--- config.mk ---
export PLATFORM = sky130hd
export DESIGN_NAME = byte_stream_substring_search_flat
export DESIGN_NICKNAME = d
export VERILOG_FILES = /design/src/rtl/core/bss_pkg.sv /design/src/rtl/core/bss_if.sv /design/src/rtl/core/bss_cell.sv /design/src/rtl/core/bss_chain.sv /design/src/rtl/core/bss_out_skid.sv /design/src/rtl/core/byte_stream_substring_search.sv /design/src/flat_wrapper.sv
export SDC_FILE = /design/constraint.sdc
export NUM_CORES = 1
export LEC_CHECK = 0
export BUFFER_PORTS_ARGS = -buffer_cell sky130_fd_sc_hd__clkbuf_2
export CAP_MARGIN = 20
export CORE_MARGIN = 4
export CORE_UTILIZATION = 35
export DETAILED_ROUTE_END_ITERATION = 10
export PLACE_DENSITY_LB_ADDON = 0.1
export SLEW_MARGIN = 20
export SYNTH_ARGS = -nofsm -noshare
export SYNTH_HDL_FRONTEND = slang
export SYNTH_SLANG_ARGS = --single-unit
--- constraint.sdc ---
create_clock -name clock -period 9.6 [get_ports clock]
set_input_delay 0.96 -clock clock [delete_from_list [all_inputs] [get_ports clock]]
set_output_delay 0.96 -clock clock [all_outputs]
set_load 0.1 [all_outputs]
--- src/rtl/core/bss_pkg.sv ---
// Shared constants, types and helpers for the byte stream substring search block.
package bss_pkg;

   // Sizing
   localparam int MAX_PATTERN   = 16;
   localparam int OFFSET_BITS   = 16;
   localparam int WINDOW_DEPTH  = MAX_PATTERN;
   localparam int PATTERN_BYTES = 16;
   localparam int SEL_W         = $clog2(PATTERN_BYTES);
   localparam int CELL_IDX_W    = (WINDOW_DEPTH > 1) ? $clog2(WINDOW_DEPTH) : 1;
   localparam int LEN_W         = 5;
   localparam int CNT_W         = OFFSET_BITS + 1;
   localparam int OFFSET_W      = 16;
   localparam int CMP_W         = (CNT_W > OFFSET_W) ? CNT_W : OFFSET_W + 1;
   localparam int CSR_IDX_W     = 2;
   localparam int CSR_DATA_W    = 64;

   // Register indexes
   localparam logic [CSR_IDX_W-1:0] CSR_PATTERN_LENGTH = CSR_IDX_W'(0);
   localparam logic [CSR_IDX_W-1:0] CSR_PATTERN_LOW    = CSR_IDX_W'(1);
   localparam logic [CSR_IDX_W-1:0] CSR_PATTERN_HIGH   = CSR_IDX_W'(2);

   typedef logic [7:0]                    byte_type;
   typedef logic [PATTERN_BYTES-1:0][7:0] pattern_type;
   typedef logic [LEN_W-1:0]              len_type;
   typedef logic [CNT_W-1:0]              count_type;
   typedef logic [OFFSET_W-1:0]           offset_type;

   // Per-cycle control for the window cells
   typedef struct packed {
      logic advance;
      logic clear;
   } cell_ctrl_type;

   // Result word
   typedef struct packed {
      logic       found;
      offset_type match_offset;
      logic       offset_overflow;
   } rsp_word_type;

   // Clamp a raw length into 1..MAX_PATTERN
   function automatic len_type effective_length(input len_type raw);
      len_type len;
      len = raw;
      if (raw == '0) begin
         len = LEN_W'(1);
      end else if (raw > LEN_W'(MAX_PATTERN)) begin
         len = LEN_W'(MAX_PATTERN);
      end
      return len;
   endfunction

endpackage

--- src/rtl/core/bss_if.sv ---
// Channel interfaces: haystack byte input, result output and register write port.
interface bss_req_if;
   logic               valid;
   logic               ready;
   bss_pkg::byte_type  data_byte;
   logic               last_byte;

   modport source (output valid, output data_byte, output last_byte, input ready);
   modport sink   (input valid, input data_byte, input last_byte, output ready);
endinterface

interface bss_rsp_if;
   logic                 valid;
   logic                 ready;
   logic                 found;
   bss_pkg::offset_type  match_offset;
   logic                 offset_overflow;

   modport source (output valid, output found, output match_offset,
                   output offset_overflow, input ready);
   modport sink   (input valid, input found, input match_offset,
                   input offset_overflow, output ready);
endinterface

interface bss_csr_if;
   logic                                valid;
   logic                                ready;
   logic [bss_pkg::CSR_IDX_W-1:0]       index;
   logic [bss_pkg::CSR_DATA_W-1:0]      write_data;

   modport source (output valid, output index, output write_data, input ready);
   modport sink   (input valid, input index, input write_data, output ready);
endinterface

--- src/rtl/core/bss_cell.sv ---
// One window cell: holds one past byte and compares its incoming byte with its pattern byte.
module bss_cell (
   input  logic                               clock,
   input  logic                               reset,
   input  bss_pkg::cell_ctrl_type             ctrl,
   input  logic [bss_pkg::CELL_IDX_W-1:0]     cell_idx,
   input  bss_pkg::byte_type                  byte_in,
   input  bss_pkg::pattern_type               pattern,
   input  bss_pkg::len_type                   len,
   output bss_pkg::byte_type                  byte_out,
   output logic                               hit
);

   bss_pkg::byte_type                 window_ff;
   bss_pkg::byte_type                 window_in;
   logic [bss_pkg::SEL_W-1:0]         sel;
   logic                              active;

   // Cell j sees the byte j steps back, which lines up with pattern byte len-1-j
   assign active = bss_pkg::LEN_W'(cell_idx) < len;
   assign sel    = bss_pkg::SEL_W'(len - bss_pkg::LEN_W'(1) - bss_pkg::LEN_W'(cell_idx));
   assign hit    = !active || (byte_in == pattern[sel]);

   // Shift in, clear on rearm, hold otherwise
   always_comb begin
      window_in = window_ff;
      if (ctrl.clear) begin
         window_in = '0;
      end else if (ctrl.advance) begin
         window_in = byte_in;
      end
   end

   always_ff @(posedge clock) begin
      if (reset) begin
         window_ff <= '0;
      end else begin
         window_ff <= window_in;
      end
   end

   assign byte_out = window_ff;

endmodule

--- src/rtl/core/bss_chain.sv ---
// Row of window cells; reports a full match across the active pattern length.
module bss_chain (
   input  logic                    clock,
   input  logic                    reset,
   input  bss_pkg::cell_ctrl_type  ctrl,
   input  bss_pkg::byte_type       byte_in,
   input  bss_pkg::pattern_type    pattern,
   input  bss_pkg::len_type        len,
   output logic                    all_hit
);

   bss_pkg::byte_type                    link [bss_pkg::WINDOW_DEPTH];
   logic [bss_pkg::WINDOW_DEPTH-1:0]     hit;

   assign link[0] = byte_in;

   // Each cell feeds its stored byte to the next one
   for (genvar j = 0; j < bss_pkg::WINDOW_DEPTH; j++) begin : g_cell
      if (j < bss_pkg::WINDOW_DEPTH - 1) begin : g_mid
         bss_cell u_cell (
            .clock    (clock),
            .reset    (reset),
            .ctrl     (ctrl),
            .cell_idx (bss_pkg::CELL_IDX_W'(j)),
            .byte_in  (link[j]),
            .pattern  (pattern),
            .len      (len),
            .byte_out (link[j+1]),
            .hit      (hit[j])
         );
      end else begin : g_end
         bss_cell u_cell (
            .clock    (clock),
            .reset    (reset),
            .ctrl     (ctrl),
            .cell_idx (bss_pkg::CELL_IDX_W'(j)),
            .byte_in  (link[j]),
            .pattern  (pattern),
            .len      (len),
            .byte_out (),
            .hit      (hit[j])
         );
      end
   end

   assign all_hit = &hit;

endmodule

--- src/rtl/core/bss_out_skid.sv ---
// Output register with one skid word; the input side waits on the consumer only while the skid word is held.
module bss_out_skid (
   input  logic                   clock,
   input  logic                   reset,
   input  logic                   push,
   input  bss_pkg::rsp_word_type  push_word,
   output logic                   can_take,
   bss_rsp_if.source              rsp_ch
);

   logic                   out_valid_ff;
   logic                   out_valid_in;
   bss_pkg::rsp_word_type  out_word_ff;
   bss_pkg::rsp_word_type  out_word_in;
   logic                   skid_valid_ff;
   logic                   skid_valid_in;
   bss_pkg::rsp_word_type  skid_word_ff;
   bss_pkg::rsp_word_type  skid_word_in;
   logic                   pop;

   assign pop      = out_valid_ff && rsp_ch.ready;
   assign can_take = !skid_valid_ff;

   // Refill from skid first, else load the new word or park it in the skid
   always_comb begin
      out_valid_in  = out_valid_ff;
      out_word_in   = out_word_ff;
      skid_valid_in = skid_valid_ff;
      skid_word_in  = skid_word_ff;
      if (skid_valid_ff) begin
         if (pop) begin
            out_word_in   = skid_word_ff;
            skid_valid_in = 1'b0;
         end
      end else if (push) begin
         if (!out_valid_ff || pop) begin
            out_word_in  = push_word;
            out_valid_in = 1'b1;
         end else begin
            skid_word_in  = push_word;
            skid_valid_in = 1'b1;
         end
      end else if (pop) begin
         out_valid_in = 1'b0;
      end
   end

   always_ff @(posedge clock) begin
      if (reset) begin
         out_valid_ff  <= 1'b0;
         skid_valid_ff <= 1'b0;
      end else begin
         out_valid_ff  <= out_valid_in;
         skid_valid_ff <= skid_valid_in;
      end
   end

   always_ff @(posedge clock) begin
      out_word_ff  <= out_word_in;
      skid_word_ff <= skid_word_in;
   end

   assign rsp_ch.valid           = out_valid_ff;
   assign rsp_ch.found           = out_word_ff.found;
   assign rsp_ch.match_offset    = out_word_ff.match_offset;
   assign rsp_ch.offset_overflow = out_word_ff.offset_overflow;

   // Skid only ever holds a word behind a full output register
   a_skid_behind_out: assert property (@(posedge clock) disable iff (reset)
      skid_valid_ff |-> out_valid_ff)
      else $error("skid word held with empty output register");

   // A word pushed into a stalled output must land in the skid
   a_stall_parks: assert property (@(posedge clock) disable iff (reset)
      out_valid_ff && !rsp_ch.ready && push && !skid_valid_ff |=> skid_valid_ff)
      else $error("word lost while output stalled");

   // No push arrives while the skid is occupied
   a_no_overrun: assert property (@(posedge clock) disable iff (reset)
      skid_valid_ff |-> !push)
      else $error("push while skid full");

endmodule

--- src/rtl/core/byte_stream_substring_search.sv ---
// Top level: pattern registers, byte counter, match report and rearm control.
//
//   channel   dir   handshake      word
//   req_ch    in    valid/ready    data_byte, last_byte
//   rsp_ch    out   valid/ready    found, match_offset, offset_overflow
//   csr_ch    in    valid/ready    index, write_data (ready always high)
//
// One byte per cycle while req_ch.ready is high; each result word is registered on its way to rsp_ch.
// The compare of all window cells and the offset subtract sit in one stage before the
// output register. Synchronous reset takes effect at once; no clearing pass.
// req_ch.ready drops only while both the output register and its skid word are held.
module byte_stream_substring_search (
   input  logic        clock,
   input  logic        reset,
   bss_req_if.sink     req_ch,
   bss_rsp_if.source   rsp_ch,
   bss_csr_if.sink     csr_ch
);

   bss_pkg::len_type                      len_ff;
   bss_pkg::len_type                      len_in;
   logic [bss_pkg::CSR_DATA_W-1:0]        pat_low_ff;
   logic [bss_pkg::CSR_DATA_W-1:0]        pat_low_in;
   logic [bss_pkg::CSR_DATA_W-1:0]        pat_high_ff;
   logic [bss_pkg::CSR_DATA_W-1:0]        pat_high_in;
   bss_pkg::count_type                    count_ff;
   bss_pkg::count_type                    count_in;
   logic                                  reported_ff;
   logic                                  reported_in;

   bss_pkg::pattern_type                  pattern;
   bss_pkg::cell_ctrl_type                cell_ctrl;
   bss_pkg::count_type                    count_step;
   bss_pkg::count_type                    off_raw;
   bss_pkg::rsp_word_type                 push_word;
   logic                                  csr_wr;
   logic                                  accept;
   logic                                  searching;
   logic                                  saturated;
   logic                                  enough;
   logic                                  all_hit;
   logic                                  match;
   logic                                  clamp;
   logic                                  push;
   logic                                  can_take;

   // Register writes
   assign csr_ch.ready = 1'b1;
   assign csr_wr       = csr_ch.valid && csr_ch.ready;

   always_comb begin
      len_in      = len_ff;
      pat_low_in  = pat_low_ff;
      pat_high_in = pat_high_ff;
      if (csr_wr) begin
         unique case (csr_ch.index)
            bss_pkg::CSR_PATTERN_LENGTH: begin
               len_in = bss_pkg::effective_length(csr_ch.write_data[bss_pkg::LEN_W-1:0]);
            end
            bss_pkg::CSR_PATTERN_LOW: begin
               pat_low_in = csr_ch.write_data;
            end
            bss_pkg::CSR_PATTERN_HIGH: begin
               pat_high_in = csr_ch.write_data;
            end
            default: begin
            end
         endcase
      end
   end

   assign pattern = bss_pkg::pattern_type'({pat_high_ff, pat_low_ff});

   // Byte acceptance and window control
   assign accept    = req_ch.valid && req_ch.ready;
   assign searching = accept && !reported_ff;
   assign req_ch.ready = can_take;

   assign cell_ctrl.advance = searching;
   assign cell_ctrl.clear   = accept && req_ch.last_byte;

   bss_chain u_chain (
      .clock   (clock),
      .reset   (reset),
      .ctrl    (cell_ctrl),
      .byte_in (req_ch.data_byte),
      .pattern (pattern),
      .len     (len_ff),
      .all_hit (all_hit)
   );

   // Count bytes, saturating at the top of the offset range
   assign saturated  = count_ff[bss_pkg::OFFSET_BITS];
   assign count_step = saturated ? count_ff : count_ff + bss_pkg::CNT_W'(1);
   assign enough     = count_step >= bss_pkg::CNT_W'(len_ff);
   assign match      = searching && enough && all_hit;

   // Start offset of the match, clamped to the field
   assign off_raw = count_step - bss_pkg::CNT_W'(len_ff);
   assign clamp   = saturated ||
                    (bss_pkg::CMP_W'(off_raw) > bss_pkg::CMP_W'({bss_pkg::OFFSET_W{1'b1}}));

   assign push = searching && (match || req_ch.last_byte);

   always_comb begin
      push_word.found           = match;
      push_word.match_offset    = '0;
      push_word.offset_overflow = count_step[bss_pkg::OFFSET_BITS];
      if (match) begin
         push_word.match_offset    = clamp ? '1 : bss_pkg::OFFSET_W'(off_raw);
         push_word.offset_overflow = clamp;
      end
   end

   // Advance count and report flag; rearm on the last byte
   always_comb begin
      count_in    = count_ff;
      reported_in = reported_ff;
      if (accept && req_ch.last_byte) begin
         count_in    = '0;
         reported_in = 1'b0;
      end else if (searching) begin
         count_in    = count_step;
         reported_in = match;
      end
   end

   always_ff @(posedge clock) begin
      if (reset) begin
         len_ff      <= bss_pkg::LEN_W'(1);
         pat_low_ff  <= '0;
         pat_high_ff <= '0;
         count_ff    <= '0;
         reported_ff <= 1'b0;
      end else begin
         len_ff      <= len_in;
         pat_low_ff  <= pat_low_in;
         pat_high_ff <= pat_high_in;
         count_ff    <= count_in;
         reported_ff <= reported_in;
      end
   end

   bss_out_skid u_out (
      .clock     (clock),
      .reset     (reset),
      .push      (push),
      .push_word (push_word),
      .can_take  (can_take),
      .rsp_ch    (rsp_ch)
   );

   // The last byte rearms the search
   a_rearm: assert property (@(posedge clock) disable iff (reset)
      accept && req_ch.last_byte |=> (count_ff == '0) && !reported_ff)
      else $error("search not rearmed after last byte");

   // Counter never runs past saturation
   a_count_cap: assert property (@(posedge clock) disable iff (reset)
      count_ff <= (bss_pkg::count_type'(1) << bss_pkg::OFFSET_BITS))
      else $error("byte counter beyond saturation");

   // Once a match is reported the haystack stays silent
   a_one_result: assert property (@(posedge clock) disable iff (reset)
      reported_ff |-> !push)
      else $error("second result in one haystack");

endmodule

--- src/flat_wrapper.sv ---
// flat-port wrapper written by rule: the top's interface ports become plain ports
module byte_stream_substring_search_flat 
  (clock, reset, req_ch_valid, req_ch_data_byte, req_ch_last_byte, req_ch_ready, rsp_ch_valid, rsp_ch_found, rsp_ch_match_offset, rsp_ch_offset_overflow, rsp_ch_ready, csr_ch_valid, csr_ch_index, csr_ch_write_data, csr_ch_ready);
  bss_req_if req_ch_i ();
  bss_rsp_if rsp_ch_i ();
  bss_csr_if csr_ch_i ();
  input  logic clock;
  input  logic reset;
  input wire logic [$bits(req_ch_i.valid)-1:0] req_ch_valid;
  input wire logic [$bits(req_ch_i.data_byte)-1:0] req_ch_data_byte;
  input wire logic [$bits(req_ch_i.last_byte)-1:0] req_ch_last_byte;
  output wire logic [$bits(req_ch_i.ready)-1:0] req_ch_ready;
  output wire logic [$bits(rsp_ch_i.valid)-1:0] rsp_ch_valid;
  output wire logic [$bits(rsp_ch_i.found)-1:0] rsp_ch_found;
  output wire logic [$bits(rsp_ch_i.match_offset)-1:0] rsp_ch_match_offset;
  output wire logic [$bits(rsp_ch_i.offset_overflow)-1:0] rsp_ch_offset_overflow;
  input wire logic [$bits(rsp_ch_i.ready)-1:0] rsp_ch_ready;
  input wire logic [$bits(csr_ch_i.valid)-1:0] csr_ch_valid;
  input wire logic [$bits(csr_ch_i.index)-1:0] csr_ch_index;
  input wire logic [$bits(csr_ch_i.write_data)-1:0] csr_ch_write_data;
  output wire logic [$bits(csr_ch_i.ready)-1:0] csr_ch_ready;
  assign req_ch_i.valid = req_ch_valid;
  assign req_ch_i.data_byte = req_ch_data_byte;
  assign req_ch_i.last_byte = req_ch_last_byte;
  assign req_ch_ready = req_ch_i.ready;
  assign rsp_ch_valid = rsp_ch_i.valid;
  assign rsp_ch_found = rsp_ch_i.found;
  assign rsp_ch_match_offset = rsp_ch_i.match_offset;
  assign rsp_ch_offset_overflow = rsp_ch_i.offset_overflow;
  assign rsp_ch_i.ready = rsp_ch_ready;
  assign csr_ch_i.valid = csr_ch_valid;
  assign csr_ch_i.index = csr_ch_index;
  assign csr_ch_i.write_data = csr_ch_write_data;
  assign csr_ch_ready = csr_ch_i.ready;
  byte_stream_substring_search u_core (.clock(clock), .reset(reset), .req_ch(req_ch_i), .rsp_ch(rsp_ch_i), .csr_ch(csr_ch_i));
endmodule
# Yosys cells after proc, flatten, opt, wreduce, memory -nomap -nowiden
# Cells that the tools add are included.
dict set report op_classes {
  bitwise_logic 2
  reduce_logical 58
  n_eq_ne 20
  n_mux 48
  addsub 18
  mul 0
  div_mod_pow 0
  shift 0
  n_lt_le_gt_ge 35
}
# operator count
set op_table {}
lappend op_table {{8-bit binary-select mux with 4-bit select} 16}
lappend op_table {{8-bit == test} 16}
lappend op_table {{8-bit two-way mux} 16}
lappend op_table {{4-bit by 5-bit less-than comparator with 1-bit output (second input constant)} 16}
lappend op_table {{18-bit two-way mux} 4}
lappend op_table {{4-bit by 5-bit less-than comparator with 1-bit output (first input constant)} 8}
lappend op_table {{17-bit two-way mux} 2}
lappend op_table {{4-bit subtractor (second input constant)} 8}
lappend op_table {{3-bit by 5-bit less-than comparator with 1-bit output (first input constant)} 4}
lappend op_table {{1-bit zero test} 19}
lappend op_table {{1-bit logical OR} 19}
lappend op_table {{17-bit by 1-bit adder with 17-bit output (second input constant)} 1}
lappend op_table {{17-bit by 5-bit >= comparator with 1-bit output} 1}
lappend op_table {{17-bit by 16-bit greater-than comparator with 1-bit output (second input constant)} 1}
lappend op_table {{17-bit by 5-bit subtractor with 17-bit output} 1}
lappend op_table {{16-bit two-way mux} 1}
lappend op_table {{16-bit AND reduction} 1}
lappend op_table {{4-bit by 3-bit subtractor with 4-bit output (second input constant)} 4}
lappend op_table {{1-bit by 5-bit less-than comparator with 1-bit output (first input constant)} 2}
lappend op_table {{2-bit by 5-bit less-than comparator with 1-bit output (first input constant)} 2}
lappend op_table {{5-bit two-way mux} 2}
lappend op_table {{3-bit AND reduction} 3}
lappend op_table {{4-bit by 1-bit subtractor with 4-bit output (second input constant)} 2}
lappend op_table {{4-bit by 2-bit subtractor with 4-bit output (second input constant)} 2}
lappend op_table {{13 further kinds} 30}
dict set report word_totals {
  romBits 0
  latchBits 0
  ram_bits 0
  regBits 309
  memories 0
  in_bits 80
}

# Longest topological paths before layout
dict set report logic_depth {
  word_depth 12
  ltp_mapped 27
}

# Hierarchy
# A second synthesis with hierarchy kept.
dict set report hier_totals {
  cells_unflattened 3510
  hier_area_um2 35998.3
}
# mod cells_per_inst area_each_um2 instances
set by_module_without_submodules {}
lappend by_module_without_submodules {bss_cell 163 1754.2 16}
lappend by_module_without_submodules {byte_stream_substring_search 826 6466.2 1}
lappend by_module_without_submodules {bss_out_skid 69 1420.1 1}
lappend by_module_without_submodules {bss_chain 7 45.0 1}

# Worst setup path after synthesis
# No wires, ideal clock.
dict set report synth_timing {
  path_kind {register to register}
  from {register u_core.len_ff[0]}
  to {register u_core.u_out.out_word_ff (netlist bit u_core.u_out.rsp_ch.found), enable pin}
  path_stages_with_launch 25
  period_less_slack_ps 7346
  arrival_ps 6923
  required_time_ps 9176
  slack_ps 2254
  path_cell_list {dfxtp_1 buf_4 clkinv_1 buf_2 buf_1 buf_2 ha_1 xor2_4 inv_2 buf_2 buf_2 ha_1 or3_1 a21oi_2 o31ai_1 nand2_2 mux4_2 xor2_1 nand3_1 or4_1 o32ai_1 and4_1 buf_4 nand2_4 a221oi_1}
}
dict set report synth_between {
  elab_chain_cells 12
  elab_cells_between_ends 120
  classes_between {add/sub: 16; order compare: 17; eq/ne: 16; mux: 32; reduce/logical: 39}
}
# element line_no
set synth_rtl {}
lappend synth_rtl {{start: declaration} byte_stream_substring_search.sv:20} ;# bss_pkg::len_type len_ff;
lappend synth_rtl {{start signal: assignment} byte_stream_substring_search.sv:130} ;# len_ff <= bss_pkg::LEN_W'(1);
lappend synth_rtl {{start signal: assignment} byte_stream_substring_search.sv:136} ;# len_ff <= len_in;
lappend synth_rtl {{4-bit by 1-bit subtractor with 4-bit output} bss_cell.sv:21} ;# assign sel = bss_pkg::SEL_W'(len - bss_pkg::LEN_W'(1) - bss_pkg::LEN_W'(cell_idx));
lappend synth_rtl {{4-bit by 1-bit subtractor with 4-bit output, or another cell as far along} bss_cell.sv:21}
lappend synth_rtl {{8-bit binary-select mux with 4-bit select} bss_cell.sv:22} ;# assign hit = !active || (byte_in == pattern[sel]);
lappend synth_rtl {{8-bit two-way mux (not written as such)} bss_cell.sv:22}
lappend synth_rtl {{8-bit == test} bss_cell.sv:22}
lappend synth_rtl {{1-bit logical OR} bss_cell.sv:22}
lappend synth_rtl {{16-bit AND reduction} bss_chain.sv:46} ;# assign all_hit = &hit;
lappend synth_rtl {{1-bit logical AND (*)} byte_stream_substring_search.sv:96} ;# assign match = searching && enough && all_hit;
lappend synth_rtl {{1-bit logical OR (*)} byte_stream_substring_search.sv:103} ;# assign push = searching && (match || req_ch.last_byte);
lappend synth_rtl {{1-bit logical AND (*)} byte_stream_substring_search.sv:103}
lappend synth_rtl {{2-bit nonzero test (no line) (*)} n/a}
lappend synth_rtl {{3-bit AND reduction (no line) (*)} n/a}
lappend synth_rtl {{end signal: assignment} bss_out_skid.sv:59} ;# out_word_ff <= out_word_in;
lappend synth_rtl {{end: declaration} bss_out_skid.sv:13} ;# bss_pkg::rsp_word_type out_word_ff;
# Mark *: on every way between the ends. The rest lies on a longest branch, timed or not. The select of a mux whose other input is x is not followed.
# A chain may end at the register's enable or synchronous reset.

# Worst setup path after layout
dict set report layout_timing {
  from {register u_core.len_ff[0]}
  to {register u_core.u_out.skid_word_ff[8] (netlist bit), enable pin}
}
dict set report layout_between {
  elab_chain_cells 11
  elab_cells_between_ends 119
  classes_between {add/sub: 16; order compare: 17; eq/ne: 16; mux: 32; reduce/logical: 38}
}
# element line_no
set layout_rtl {}
lappend layout_rtl {{4-bit by 1-bit subtractor with 4-bit output} bss_cell.sv:21}
lappend layout_rtl {{4-bit by 1-bit subtractor with 4-bit output, or another cell as far along} bss_cell.sv:21}
lappend layout_rtl {{8-bit binary-select mux with 4-bit select} bss_cell.sv:22}
lappend layout_rtl {{8-bit two-way mux (not written as such)} bss_cell.sv:22}
lappend layout_rtl {{8-bit == test} bss_cell.sv:22}
lappend layout_rtl {{1-bit logical OR} bss_cell.sv:22}
lappend layout_rtl {{16-bit AND reduction} bss_chain.sv:46}
lappend layout_rtl {{1-bit logical AND (*)} byte_stream_substring_search.sv:96}
lappend layout_rtl {{1-bit logical OR (*)} byte_stream_substring_search.sv:103}
lappend layout_rtl {{1-bit logical AND (*)} byte_stream_substring_search.sv:103}
lappend layout_rtl {{3-bit AND reduction (no line) (*)} n/a}
lappend layout_rtl {{end signal: assignment} bss_out_skid.sv:60} ;# skid_word_ff <= skid_word_in;
lappend layout_rtl {{end: declaration} bss_out_skid.sv:17} ;# bss_pkg::rsp_word_type skid_word_ff;
# Marked as above.

==> out/qor.yml <==
syn-cell-area_um2: 20200
cellPowerDensity_nw_per_um2: 161
skew_ns: 0.0181
cts_tree: "built"
areaGrowthSynthToFinish_pct: 10.8
leakage_uw: 0.00861
grt_setup_unrepaired: "no"
die_w_um: 248
placed_area_um2: 21000
cp_slowest_cell: "a2111oi_4"
via_per_inst: 5.63
pin_count: 101
synth.avg_cell_area_um2: 8.67
final_cell_mix: "591 x nand2_1, 282 x a21oi_1, 271 x dfxtp_1"
post_cts_buffers: 0
maxSlewViolCount: 0
core_um2: 56700
hpwl_um: 57500
cts_sinks: 309
hold_class: "reg -> reg"
totalPowerFinal_uw: 3590
worstMarginPinSlew_ns: 1.07
synth_cells: 2325
worstSetupPathType: "reg -> reg"
cp_max_fo: 43
drive_gt1_share_pct: 15.4
hold_buffers: 0
period_share_pct: 75.6
cts.repair.resized: 0
grt_use_total_pct: 24.1
synth_cell_types: 76
power.internal_uw: 2520
grt_max_degree: 102
clockRootBuffer: "clkbuf_16"
grt_pass1_wl_um: 109000
timing.hold.ws_ns: 0.468
die_area_um2: 61500
hold_viol_final: 0
place.gp.congestion: 0.984
period_needed_ns: 7.26
finalSetupViolations: 0
cts_buffers: 37
crit_path_start_kind: "register"
power_frac_comb_pct: 20.0
drt_iter0_markers: 1600
routed_wl_um: 75500
crit_chain: "inv_4 -> ha_4 -> xor2_4 -> inv_2 -> ha_1 -> xnor3_1 -> buf_4 -> mux4_2 -> xor2_1 -> nor4_2 -> nand2_1 -> o31a_1 -> a311oi_1 -> and4_1 -> nand2_4 -> a2111oi_4 -> buf_6"
num_vias: 17445
rows: 87
p_seq_share_pct: 38.0
required_ns: 9.87
avgRoutedWirePerCell_um: 24.4
maxSlewHeadroom_pct: 27.9
first_global_vias: 16177
drc: 0
switching_power_uw: 1070
mostFrequentLayoutCell: "nand2_1"
multiInputGateArea_um2: 12700
fmax_ghz: 0.138
pwr-share-clk_pct: 42.0
fillCellCount: 5732
drtAntennaViolNets: 0
syn-num-nets: 2420
design_area_um2: 22400
post-route-util_pct: 39.4
status: "finished, final reports clean"
die_h_um: 248
cp-end-kind: "register"
io_buffers: 99
antenna_found_initial: 1
clk_pin_slew_ns: 0.06
grt-ovfl-total: 0
regArea_um2: 6550
cp_data_arrival_time_ns: 7.52
nNetsFinal: 2411
swShare_pct: 29.7
slowest_delay_ns: 0.80
ys_async_sr_fraction_pct: 0
num_antenna_cells: 0
synth_edf_count: 36
worstSkewPairLatency_ns: 0.56
synth_ff_type: "dfxtp_1"
finalSetupTns_ns: 0
yosysWarnings: 0
max-cap-violations: 0
clockBufferDepth: 3
h-tree-depth: 2
ys_ff_latch: 309
ys_seq_area_share_pct: 32.5
start_util_pct: 35.6
drt_pass1_iterations: 7
peakVddDrop_mv: 0.137
## logic make-up (layout without fill, tap and decap cells)
group           count (synthesis)  count (layout)  share of synthesized area [%]
xor+xnor                      167             167                           7.52
flops                         309             309                           32.5
buf+inv                       201             217                           4.74
mux                           383             383                           25.2
simple gates                  839             839                           17.7
other cells                     1               1                         0.0186
fa+ha+maj                      15              15                          0.968
compound gates                410             410                           11.4
## flip-flops by register name (all words and copies together) (netlist names), 5 cells and up
| signal | flops |
|---|---|
| u_core.count_ff | 17 |
| u_core.len_ff | 5 |
| u_core.pat_high_ff | 64 |
| u_core.pat_low_ff | 64 |
| u_core.u_chain.g_cell.g_mid.u_cell.byte_out | 120 |
| u_core.u_out.rsp_ch.match_offset | 16 |
| u_core.u_out.skid_word_ff | 18 |
## per-layer routing
layer  part of all wire [%]  up-vias  track usage, %
met5                      0        -               0
met4                    3.2        0            7.12
met3                    6.6      109            3.54
met2                     45      647            37.8
met1                     46     8523            34.4
li1                       -     8166               -
## final cells by class
type,instances,share of cell area [%]
multi-input cells,1815,56.9
flip-flops and latches,309,29.3
clock buffers,55,5.14
well taps,756,4.23
repair buffers,129,3.32
clock inverters,9,0.683
inverters,24,0.414
## metrics by stage
step,instances,worst slack [ns]
4_1_cts,3096,2.17
2_1_floorplan,2325,2.25
3_5_place_dp,3032,2.20
3_3_place_gp,3032,2.29
6_report,3097,2.34
5_1_grt,3097,1.91
## power groups by stage
stage               clock (uW)  combinational (uW)  sequential, uW
global placement             0                 707            1390
finish                    1510                 719            1360
detailed placement           0                 710            1390
CTS                       1550                 711            1360
global route              1600                 765            1370
floorplan                    0                 487            1410
## critical path, delay by kind of cell, from the launching register on
kind,cells,cell delay (ns)
adder cells (fa/ha/maj),2,0.64
multiplexers,1,0.52
AND/OR/NAND/NOR,4,1.41
buffers and inverters,4,1.47
flip-flops,1,0.58
XOR/XNOR,3,0.91
AO/OA/AOI/OAI,3,1.39
## final timing paths
kind / from / end / slack, ns / depth (start not counted)
setup / recovery: u_core.len_ff[0] / u_core.u_out.skid_word_ff[8] / 2.34 / 17
hold / removal: u_core.pat_high_ff[10] / u_core.pat_high_ff[10] / 0.47 / 2
setup reg to reg: u_core.len_ff[0] / u_core.u_out.skid_word_ff[8] / 2.34 / 17
hold reg to reg: u_core.pat_high_ff[10] / u_core.pat_high_ff[10] / 0.47 / 2
## Yosys cell counts (all sizes together) (3+ instances only)
| cell type | count | share of area [%] |
|---|---|---|
| nand2 | 593 | 11 |
| clkbuf | 103 | 1.9 |
| and3 | 9 | 0.28 |
| a31oi | 7 | 0.29 |
| nand3 | 42 | 1.0 |
| edfxtp | 36 | 5.4 |
| o211ai | 7 | 0.26 |
| o32ai | 3 | 0.17 |
| nor3 | 27 | 0.69 |
| or4 | 3 | 0.11 |
| buf | 74 | 2.4 |
| or2 | 3 | 0.093 |
| inv | 22 | 0.41 |
| nand4 | 24 | 0.74 |
| a21oi | 283 | 7.0 |
| nor2b | 6 | 0.19 |
| or3 | 19 | 0.59 |
| a41oi | 3 | 0.13 |
| ha | 14 | 0.87 |
| o31ai | 7 | 0.26 |
| and2 | 7 | 0.22 |
| o21a | 13 | 0.48 |
| o31a | 3 | 0.13 |
| a21o | 6 | 0.22 |
| xnor2 | 92 | 4.1 |
| a211oi | 4 | 0.15 |
| mux2 | 44 | 2.5 |
| nor2 | 75 | 1.4 |
| nor4 | 16 | 0.66 |
| mux2i | 244 | 12 |
| xor2 | 74 | 3.3 |
| o21ai | 57 | 1.4 |
| dfxtp | 273 | 27 |
| mux4 | 95 | 11 |
| nor3b | 4 | 0.15 |
Note: power is estimated with default switching activity, not from simulation.
